[config.mk]
export PLATFORM = sky130hd
export DESIGN_NAME = indexed_list_insert_remove
export DESIGN_NICKNAME = d
export VERILOG_FILES = /design/src/sv/ilir_pkg.sv /design/src/sv/ilir_ctrl.sv /design/src/sv/ilir_dpath.sv /design/src/sv/indexed_list_insert_remove.sv
export SDC_FILE = /design/constraint.sdc
export NUM_CORES = 2
export LEC_CHECK = 0
export BUFFER_PORTS_ARGS = -buffer_cell sky130_fd_sc_hd__buf_2
export CAP_MARGIN = 25
export CORE_MARGIN = 2
export CORE_UTILIZATION = 60
export DETAILED_ROUTE_END_ITERATION = 7
export HOLD_SLACK_MARGIN = 0.1
export PLACE_DENSITY = 0.77
export SLEW_MARGIN = 20
export SYNTH_ARGS = -nofsm -noshare
export SYNTH_HDL_FRONTEND = slang
export SYNTH_SLANG_ARGS = --single-unit
[constraint.sdc]
create_clock -name i_clk -period 42.1 [get_ports i_clk]
set_clock_uncertainty 0.2 [all_clocks]
set_input_delay 4.21 -clock i_clk [delete_from_list [all_inputs] [get_ports i_clk]]
set_output_delay 4.21 -clock i_clk [all_outputs]
set_load 0.01 [all_outputs]
[src/sv/ilir_pkg.sv]
// ----------------------------------------------------------------------------
// ilir_pkg
// Shared types and codes for the indexed list with insert and remove.
// ----------------------------------------------------------------------------
package ilir_pkg;

    localparam int CAPACITY = 16;
    localparam int IDX_W    = 5;
    localparam int LEN_W    = 5;
    localparam int WORD_W   = 32;
    localparam int REQ_W    = 3;
    localparam int ST_W     = 2;

    // request codes
    localparam logic [REQ_W-1:0] REQ_READ   = 3'd0;
    localparam logic [REQ_W-1:0] REQ_WRITE  = 3'd1;
    localparam logic [REQ_W-1:0] REQ_INSERT = 3'd2;
    localparam logic [REQ_W-1:0] REQ_REMOVE = 3'd3;
    localparam logic [REQ_W-1:0] REQ_APPEND = 3'd4;
    localparam logic [REQ_W-1:0] REQ_DROP   = 3'd5;

    // status codes
    localparam logic [ST_W-1:0] ST_DONE  = 2'd0;
    localparam logic [ST_W-1:0] ST_RANGE = 2'd1;
    localparam logic [ST_W-1:0] ST_FULL  = 2'd2;

    localparam logic [LEN_W-1:0] CAP_LEN = LEN_W'(CAPACITY);

    // controller to datapath commands
    typedef struct packed {
        logic exec;      // apply the accepted request and load the result register
        logic load_cfg;  // empty the list and load the initial length
    } t_cmd;

    typedef struct packed {
        logic signed [WORD_W-1:0] read_value;
        logic        [LEN_W-1:0]  length;
        logic        [ST_W-1:0]   status;
    } t_rsp;

endpackage

[src/sv/ilir_ctrl.sv]
// ----------------------------------------------------------------------------
// ilir_ctrl
// Handshake controller: tracks the output register and issues commands.
// ----------------------------------------------------------------------------
module ilir_ctrl (
    input  logic            i_clk,
    input  logic            i_rst_n,
    input  logic            i_s_tvalid,
    output logic            o_s_tready,
    output logic            o_m_tvalid,
    input  logic            i_m_tready,
    input  logic            i_cfg_we,
    output ilir_pkg::t_cmd  o_cmd
);

    localparam logic S_EMPTY = 1'b0;
    localparam logic S_HOLD  = 1'b1;

    logic r_state;
    logic n_state;
    logic accept;

    // take a new request whenever the result register is free or being drained
    assign o_s_tready = (r_state == S_EMPTY) || i_m_tready;
    assign accept     = i_s_tvalid && o_s_tready;
    assign o_m_tvalid = (r_state == S_HOLD);

    always_comb begin
        n_state = r_state;
        unique case (r_state)
            S_EMPTY: begin
                if (accept) begin
                    n_state = S_HOLD;
                end
            end
            S_HOLD: begin
                if (i_m_tready && !accept) begin
                    n_state = S_EMPTY;
                end
            end
            default: n_state = S_EMPTY;
        endcase
    end

    always_ff @(posedge i_clk) begin
        if (!i_rst_n) begin
            r_state <= S_EMPTY;
        end else begin
            r_state <= n_state;
        end
    end

    assign o_cmd.exec     = accept;
    assign o_cmd.load_cfg = i_cfg_we;

endmodule

[src/sv/ilir_dpath.sv]
// ----------------------------------------------------------------------------
// ilir_dpath
// Row of entry cells with shift up and down, length counter, result register.
// ----------------------------------------------------------------------------
module ilir_dpath (
    input  logic                                 i_clk,
    input  logic                                 i_rst_n,
    input  ilir_pkg::t_cmd                       i_cmd,
    input  logic        [ilir_pkg::REQ_W-1:0]    i_req_type,
    input  logic        [ilir_pkg::IDX_W-1:0]    i_index,
    input  logic signed [ilir_pkg::WORD_W-1:0]   i_value,
    input  logic        [ilir_pkg::LEN_W-1:0]    i_cfg_data,
    output ilir_pkg::t_rsp                       o_rsp
);

    logic signed [ilir_pkg::WORD_W-1:0] r_cell [ilir_pkg::CAPACITY];
    logic signed [ilir_pkg::WORD_W-1:0] n_cell [ilir_pkg::CAPACITY];
    logic        [ilir_pkg::LEN_W-1:0]  r_count;
    logic        [ilir_pkg::LEN_W-1:0]  n_count;
    ilir_pkg::t_rsp                     r_rsp;
    ilir_pkg::t_rsp                     n_rsp;

    logic in_list;    // index < length
    logic ins_pos;    // index <= length
    logic full;
    logic do_write;
    logic do_insert;
    logic do_remove;
    logic do_append;
    logic do_drop;
    logic [ilir_pkg::LEN_W-1:0] last;

    assign in_list = ({1'b0, i_index} < {1'b0, r_count});
    assign ins_pos = ({1'b0, i_index} <= {1'b0, r_count});
    assign full    = (r_count >= ilir_pkg::CAP_LEN);
    assign last    = r_count - 1'b1;

    always_comb begin
        do_write  = 1'b0;
        do_insert = 1'b0;
        do_remove = 1'b0;
        do_append = 1'b0;
        do_drop   = 1'b0;
        n_rsp.read_value = '0;
        n_rsp.status     = ilir_pkg::ST_DONE;
        unique case (i_req_type)
            ilir_pkg::REQ_READ: begin
                if (in_list) begin
                    n_rsp.read_value = r_cell[i_index[$clog2(ilir_pkg::CAPACITY)-1:0]];
                end else begin
                    n_rsp.status = ilir_pkg::ST_RANGE;
                end
            end
            ilir_pkg::REQ_WRITE: begin
                if (in_list) begin
                    do_write = 1'b1;
                end else begin
                    n_rsp.status = ilir_pkg::ST_RANGE;
                end
            end
            ilir_pkg::REQ_INSERT: begin
                // a bad index is reported ahead of a full list
                if (!ins_pos) begin
                    n_rsp.status = ilir_pkg::ST_RANGE;
                end else if (full) begin
                    n_rsp.status = ilir_pkg::ST_FULL;
                end else begin
                    do_insert = 1'b1;
                end
            end
            ilir_pkg::REQ_REMOVE: begin
                if (in_list) begin
                    do_remove = 1'b1;
                end else begin
                    n_rsp.status = ilir_pkg::ST_RANGE;
                end
            end
            ilir_pkg::REQ_APPEND: begin
                if (full) begin
                    n_rsp.status = ilir_pkg::ST_FULL;
                end else begin
                    do_append = 1'b1;
                end
            end
            ilir_pkg::REQ_DROP: begin
                if (r_count == '0) begin
                    n_rsp.status = ilir_pkg::ST_RANGE;
                end else begin
                    do_drop = 1'b1;
                end
            end
            default: ;
        endcase

        n_count = r_count;
        if (do_insert || do_append) begin
            n_count = r_count + 1'b1;
        end else if (do_remove || do_drop) begin
            n_count = last;
        end
        n_rsp.length = n_count;
    end

    // each cell picks from itself, its neighbours or the request word
    always_comb begin
        for (int i = 0; i < ilir_pkg::CAPACITY; i++) begin
            n_cell[i] = r_cell[i];
            if (do_write && (i_index == ilir_pkg::IDX_W'(i))) begin
                n_cell[i] = i_value;
            end
            if (do_append && (r_count == ilir_pkg::LEN_W'(i))) begin
                n_cell[i] = i_value;
            end
            if (do_insert) begin
                if (i_index == ilir_pkg::IDX_W'(i)) begin
                    n_cell[i] = i_value;
                end else if (i > 0 && (i_index < ilir_pkg::IDX_W'(i))
                             && (ilir_pkg::LEN_W'(i) <= r_count)) begin
                    n_cell[i] = r_cell[(i > 0) ? i - 1 : 0];
                end
            end
            if (do_remove && (i < ilir_pkg::CAPACITY - 1)
                && (i_index <= ilir_pkg::IDX_W'(i))
                && ({1'b0, ilir_pkg::LEN_W'(i)} < {1'b0, last})) begin
                n_cell[i] = r_cell[(i < ilir_pkg::CAPACITY - 1) ? i + 1 : i];
            end
        end
    end

    always_ff @(posedge i_clk) begin
        if (!i_rst_n) begin
            r_count <= '0;
        end else if (i_cmd.load_cfg) begin
            // saturate an oversized initial length
            r_count <= (i_cfg_data > ilir_pkg::CAP_LEN) ? ilir_pkg::CAP_LEN : i_cfg_data;
        end else if (i_cmd.exec) begin
            r_count <= n_count;
        end
    end

    always_ff @(posedge i_clk) begin
        for (int i = 0; i < ilir_pkg::CAPACITY; i++) begin
            if (i_cmd.load_cfg) begin
                r_cell[i] <= '0;
            end else if (i_cmd.exec) begin
                r_cell[i] <= n_cell[i];
            end
        end
    end

    always_ff @(posedge i_clk) begin
        if (i_cmd.exec) begin
            r_rsp <= n_rsp;
        end
    end

    assign o_rsp = r_rsp;

endmodule

[src/sv/indexed_list_insert_remove.sv]
// ----------------------------------------------------------------------------
// indexed_list_insert_remove
// Ordered list of signed 32-bit words with indexed read, write, insert and
// remove, append and drop last, held in a row of sixteen register cells.
// ----------------------------------------------------------------------------
// Each request transfer on the slave side produces exactly one result
// transfer on the master side, pending in the cycle after acceptance. The row
// of cells shifts up or down by one place as a request executes, and the
// result register sits between the two sides, so a new request is taken in
// every cycle while results are drained: one request per cycle sustained.
// Writing the configuration register empties the list and loads that many
// zero entries (saturating at the capacity); write it only while no result
// is outstanding.
module indexed_list_insert_remove (
    input  logic        i_clk,
    input  logic        i_rst_n,
    // request stream
    input  logic        s_tvalid,
    output logic        s_tready,
    input  logic [39:0] s_tdata,   // [4:0] index, [36:5] value, [39:37] zero
    input  logic [2:0]  s_tuser,   // [2:0] req_type
    // result stream
    output logic        m_tvalid,
    input  logic        m_tready,
    output logic [39:0] m_tdata,   // [31:0] read_value, [36:32] length, [39:37] zero
    output logic [1:0]  m_tuser,   // [1:0] status
    // initial length register
    input  logic        i_cfg_we,
    input  logic [4:0]  i_cfg_data
);

    ilir_pkg::t_cmd cmd;
    ilir_pkg::t_rsp rsp;

    // controller: track the result register and decide each transfer
    ilir_ctrl u_ctrl (
        .i_clk      (i_clk),
        .i_rst_n    (i_rst_n),
        .i_s_tvalid (s_tvalid),
        .o_s_tready (s_tready),
        .o_m_tvalid (m_tvalid),
        .i_m_tready (m_tready),
        .i_cfg_we   (i_cfg_we),
        .o_cmd      (cmd)
    );

    // datapath: unpack the request fields straight from the stream
    ilir_dpath u_dpath (
        .i_clk      (i_clk),
        .i_rst_n    (i_rst_n),
        .i_cmd      (cmd),
        .i_req_type (s_tuser),
        .i_index    (s_tdata[4:0]),
        .i_value    (s_tdata[36:5]),
        .i_cfg_data (i_cfg_data),
        .o_rsp      (rsp)
    );

    // pack the result, pad the unused top bits
    assign m_tdata = {3'b000, rsp.length, rsp.read_value};
    assign m_tuser = rsp.status;

    // an accepted request always leaves a result pending in the next cycle
    a_accept_gives_result: assert property (@(posedge i_clk) disable iff (!i_rst_n)
        (s_tvalid && s_tready) |=> m_tvalid)
        else $error("accepted request produced no result");

    // length never passes the capacity
    a_length_bound: assert property (@(posedge i_clk) disable iff (!i_rst_n)
        m_tvalid |-> (m_tdata[36:32] <= ilir_pkg::CAP_LEN))
        else $error("length above capacity");

    // a full flag only ever comes with a full list
    a_full_len: assert property (@(posedge i_clk) disable iff (!i_rst_n)
        (m_tvalid && (m_tuser == ilir_pkg::ST_FULL)) |-> (m_tdata[36:32] == ilir_pkg::CAP_LEN))
        else $error("full status with list not full");

    // a read word only accompanies a successful request
    a_read_done: assert property (@(posedge i_clk) disable iff (!i_rst_n)
        (m_tvalid && (m_tdata[31:0] != 32'd0)) |-> (m_tuser == ilir_pkg::ST_DONE))
        else $error("read word on a failed request");

endmodule
# == Word-level counts from Yosys, hierarchy flattened ==
# Memory sizes are Yosys's and may differ from the RTL's. A register that Yosys moved wholly into a read port is not among the register bits.
# Cells that the tools add are included.
# op_classes
n_eq_ne,35
n_mux,136
n_addsub,2
bitwise_logic,17
n_lt_le_gt_ge,64
reduce_logical,90
# op_table
op,n
$mux 32,110
$eq 5x4->1 const B,16
$logic_and 1x1->1,79
$eq 5x3->1 const B,8
$le 4x5->1 const A,8
$lt 5x4->1 const B,8
$le 5x4->1 const B,7
$lt 4x5->1 const A,7
$mux 5,5
$eq 5x2->1 const B,4
$le 3x5->1 const A,4
$le 5x3->1 const B,4
$lt 3x5->1 const A,4
$lt 5x3->1 const B,4
$mux 1,17
$or 1x1->1,16
$eq 5x1->1 const B,2
$le 2x5->1 const A,2
$le 5x1->1 const B,2
$le 5x2->1 const B,2
$logic_not 5->1,2
$lt 1x5->1 const A,2
$lt 2x5->1 const A,2
$lt 5x2->1 const B,2
21 further kinds,27
# totals
reg_bits,13
output_inout_bits,44
in_bits,53
ramBits,512
n_memories,1
word_cells,349
# memory_table
memory,depth,word_bits,rd,rd_ports_with_merged_regs,write_ports,line_no,source
u_dpath.r_cell,16,32,17,1,16,ilir_dpath.sv:16,logic signed [ilir_pkg::WORD_W-1:0] r_cell [ilir_pkg::CAPACITY];

# == Logic depth before layout (Yosys ltp) ==
# logic_depth
word_depth,11
ltp_mapped,14
mapped_depth_nobuf,8

# == Cells and area by module ==
# A second synthesis with hierarchy kept.
# unflattened
cells_unflattened,4347
hier_area_um2,40866.7
# by_module_without_submodules
mod,cells_per_inst,instances,area_each_um2,seq_area_each_um2
ilir_dpath,4336,1,40767.8,16646.0
ilir_ctrl,7,1,72.6,20.0
indexed_list_insert_remove,4,1,26.3,0.0

# == Worst setup path before layout ==
# Ideal clock, no wire load.
# synth_timing
path_kind,input port to flip-flop
from,input m_tready
to,memory u_dpath.r_cell[0][0] (netlist bit) (enable)
setup_ns,3.657
stages,4
required_ns,38.243
t_arrival_ns,13.077
path_slack_ns,25.166
path_buffers,1
path_cell_list,nand2b_1 nand2_1 clkbuf_1 nand2_1
# synth_lines
item,line_no,source
start: declaration,indexed_list_insert_remove.sv:24,"input logic m_tready,"
end: declaration,ilir_dpath.sv:16,

==> out/results.txt <==
In this run the horizontal extent of the chip is 273.0 microns. Once detailed placement completed, the half-perimeter wirelength came to 98.04 mm. Among all flip-flop cells after synthesis, the most frequent one is sky130_fd_sc_hd__edfxtp_1.

Of all nets on the critical path, the largest fanout is 61. The worst-margin pin slew is 1.274 ns, and the placed standard-cell area is 43770 sq um. The signal on the critical path passes through buf_2 -> buf_4 -> ha_1 -> o211a_1 -> o31ai_4 -> buf_4 -> a31o_4 -> buf_4 -> buf_4 -> a21boi_2 -> buf_4 -> a211oi_1. For the worst-skew pair, the clock arrives at the later sink with an insertion delay of 0.63 ns. The count of flip-flops with a built-in enable after synthesis was 551.

The routability congestion estimate was 0.9571; the floorplan die height was 273.0 microns. The logs give 0 for the final setup violation count and 0 for the count of final max-slew check failures. The tools report the number of filler cells placed in the layout as 5791.

The H-tree generated during clock tree synthesis spans 3 levels. The first global-routing pass estimated 245.4 mm of wire. The setup path with the least slack is of type in2reg. The number of port buffers works out to 90. The total area inside the core boundary comes to 71610 sq um.

Yosys attributes the largest share of cell area to sky130_fd_sc_hd__edfxtp_1, sky130_fd_sc_hd__mux4_2, sky130_fd_sc_hd__o21ai_0. In this run the critical register-to-register path is launched from u_dpath.r_count[1]. Proportion of synthesized chip area in sequential cells: 38.38%. The part of the cycle the worst path needs was 21.60%.

The logs give 0.01459 uW for the leakage power and 109.9 MHz for the maximum clock frequency. STA puts the critical path data arrival time at 9.33 ns. The post-detailed-route DRC marker count is 1, and the number of resized instances in the post-cts repair step is 0. The wire length per cell after detailed routing was 30.47 microns. In the layout the commonest cells are sky130_fd_sc_hd__edfxtp_1, sky130_fd_sc_hd__nand2_1, sky130_fd_sc_hd__o21ai_0. Capturing element of the worst setup path: u_dpath.r_cell[6][18].

STA puts the critical path data required time at 42.34 ns. Number of antenna violations at the first check in global routing: 15. For this design the ratio of total power to cell area is 33.43 nW/um^2. Count of endpoints failing hold in the final timing report: 0. The worst setup path is captured at a flop. Entering global routing, the biggest net connects 171 pins. Summed over its instances, the top area cell type makes up 38.10% of the synthesized netlist area. The critical path startpoint category was a primary input. The worst relative slew slack came out at 15.09%. Setup repair after global routing left no endpoint under its margin. The floorplan step defined a die boundary enclosing 74550 sq um.

Global routing used 42.08% of the available tracks. In the final timing run, aggregate negative setup slack is 0 ns. Once the floorplan was initialized, standard cells occupied 60.64% of the core.

Launch point of the critical path: s_tdata[2]. The count of nets left with antenna violations once routing finished came out at 0. CTS placed an instance of sky130_fd_sc_hd__clkbuf_16 at the clock tree root. Class of the most critical hold timing path: reg2reg. The worst register-to-register path ends at u_dpath.r_cell[6][18].

Cells with a size suffix above 1 make up 13.89% of the layout. The run gives 557 as the number of clock sinks. After detailed routing, the total wire length is 161.7 mm. For the number of global-route vias before repair, the log shows 40490.

The number of buffers created by CTS came out at 68. Buffers inserted to repair hold after CTS numbered 0. After synthesis the cells add up to 43430 sq um.

From synthesis to final layout, the design area changed by 5.832%. Buffers added to address setup during post-CTS repair amount to 0. Commonest non-fill, non-tap cell in the layout: sky130_fd_sc_hd__edfxtp_1. The final reports fail on design-rule violations. The first-iteration detailed-routing DRC count was 8171.

The worst reg-to-reg setup slack is 36.23 ns. Clock-pin slew was measured on the worst setup and hold paths at 0.06 ns. The number of cells on the worst reg-to-reg path is 11.

For the number of distinct library cells after synthesis, the log shows 87. The biggest area contributor in the post-synthesis netlist is sky130_fd_sc_hd__edfxtp_1. For the number of max-cap violations, the log shows 0. TritonCTS built the clock tree. The logs give 0 for the overall overflow remaining after global route and 29.17 uV for the worst ir drop on vdd. The cell that appears most often on the critical path is sky130_fd_sc_hd__buf_4. The final critical-path required period is 9.095 ns, and the cell count after synthesis is 4631. The final layout contains 4362 nets. Using the TritonRoute via totals, the vias-per-cell ratio works out to 8.107. No sink is reached through more buffers than the 3 on the longest clock path. Each instance of the synthesized netlist takes up on average 9.377 sq um. Counting flops with an async set or reset pin after synthesis yields a share of 0%. 97 I/O pins were placed.

The synthesis warning total is 0, and the total of flip-flops plus latches after synthesis is 557. With fillers left out, the area of the finished cells amounts to 45960 sq um. The flow ran to the end, but the final reports show violations. The number of iterations in the first detailed-routing pass is 8. The routed layout has 43040 vias.

Total number of placement rows: 98. The largest single stage delay on the critical path is 0.80 ns. The largest individual stage delay along the critical path comes from the cell sky130_fd_sc_hd__buf_4.
[state kept, by name, indices dropped and copies added (netlist names)]
| signal | count |
|---|---|
| u_ctrl.o_m_tvalid | 1 |
| u_dpath.r_count | 5 |
| u_dpath.o_rsp | 39 |
| u_dpath.r_cell | 512 |
[area by class of cell]
class / instances / area, sq um / area share, %
multi-input cells: 3440 / 24430 / 53.16
clock inverters: 30 / 265.3 / 0.5772
clock buffers: 89 / 1802 / 3.920
diodes: 11 / 27.53 / 0.05989
repair buffers: 218 / 1524 / 3.316
well taps: 950 / 1189 / 2.586
inverters: 14 / 52.55 / 0.1143
flip-flops and latches: 557 / 16670 / 36.26
[stage by stage]
stage	total power [uW]	util (%)	hold WS [ns]	setup slack, ns	instances
global placement	939.0	61.04	0.3084	32.70	5168
finish	1536	64.18	0.3412	33.00	5309
floorplan	877.8	-	0.3789	25.17	4633
global route	1566	64.17	0.4046	32.96	5307
detailed placement	945.7	61.13	0.3236	32.67	5172
CTS	1515	64.02	0.3331	33.08	5291
[worst max-delay path: cells and delay by family]
| kind | cells | cell delay, ns |
|---|---|---|
| AO/OA/AOI/OAI | 5 | 1.71 |
| adder cells (fa/ha/maj) | 1 | 0.37 |
| buffers and inverters | 6 | 2.89 |
[power by group]
| group | switching (uW) | total [uW] | internal, uW | leakage (uW) |
|---|---|---|---|---|
| clock network | 252 | 583 | 331 | 0.00101 |
| registers | 47.4 | 704 | 656 | 0.00606 |
| logic | 159 | 250 | 90.4 | 0.00751 |
[logic make-up after synthesis]
kind of cell    after synthesis  share of synthesized area [%]
compound gates             1959                          31.23
xor+xnor                      8                         0.1614
fa+ha+maj                    10                         0.2881
buf+inv                     636                          6.001
flops                       557                          38.38
mux                         324                          12.08
other cells                   1                       0.008635
simple gates               1136                          11.86
[metal layers]
metal / part of all wire (%) / vias to the layer above / track usage [%] / routed length, microns
met5: 0.021 / - / 0 / 34
met3: 16 / 816 / 13.51 / 26310
met4: 5.5 / 4 / 23.55 / 8879
li1: - / 17760 / - / -
met2: 43 / 4113 / 61.05 / 69730
met1: 35 / 20350 / 55.77 / 56800
[worst min-delay path by stage]
stage | cells after the start | end | slack [ns] | from
2_1_floorplan | 1 | u_dpath.r_cell[7][0] | 0.38 | u_dpath.r_cell[8][0]
3_3_place_gp | 2 | u_ctrl.o_m_tvalid | 0.31 | u_ctrl.o_m_tvalid
3_5_place_dp | 2 | u_ctrl.o_m_tvalid | 0.32 | u_ctrl.o_m_tvalid
4_1_cts | 2 | u_ctrl.o_m_tvalid | 0.33 | u_ctrl.o_m_tvalid
5_1_grt | 2 | u_ctrl.o_m_tvalid | 0.40 | u_ctrl.o_m_tvalid
6_report | 2 | u_ctrl.o_m_tvalid | 0.34 | u_ctrl.o_m_tvalid
[cell usage after synthesis, drive strengths merged, types with 125 or more instances]
cell type	instances
mux4	160
o221ai	149
o21ai	451
a21o	151
a31oi	247
mux2i	164
nand2	485
a22o	148
nand3	275
nor2	190
o22ai	125
a21oi	222
clkbuf	475
edfxtp	551
buf	147
(Power assumes the default switching activity.)
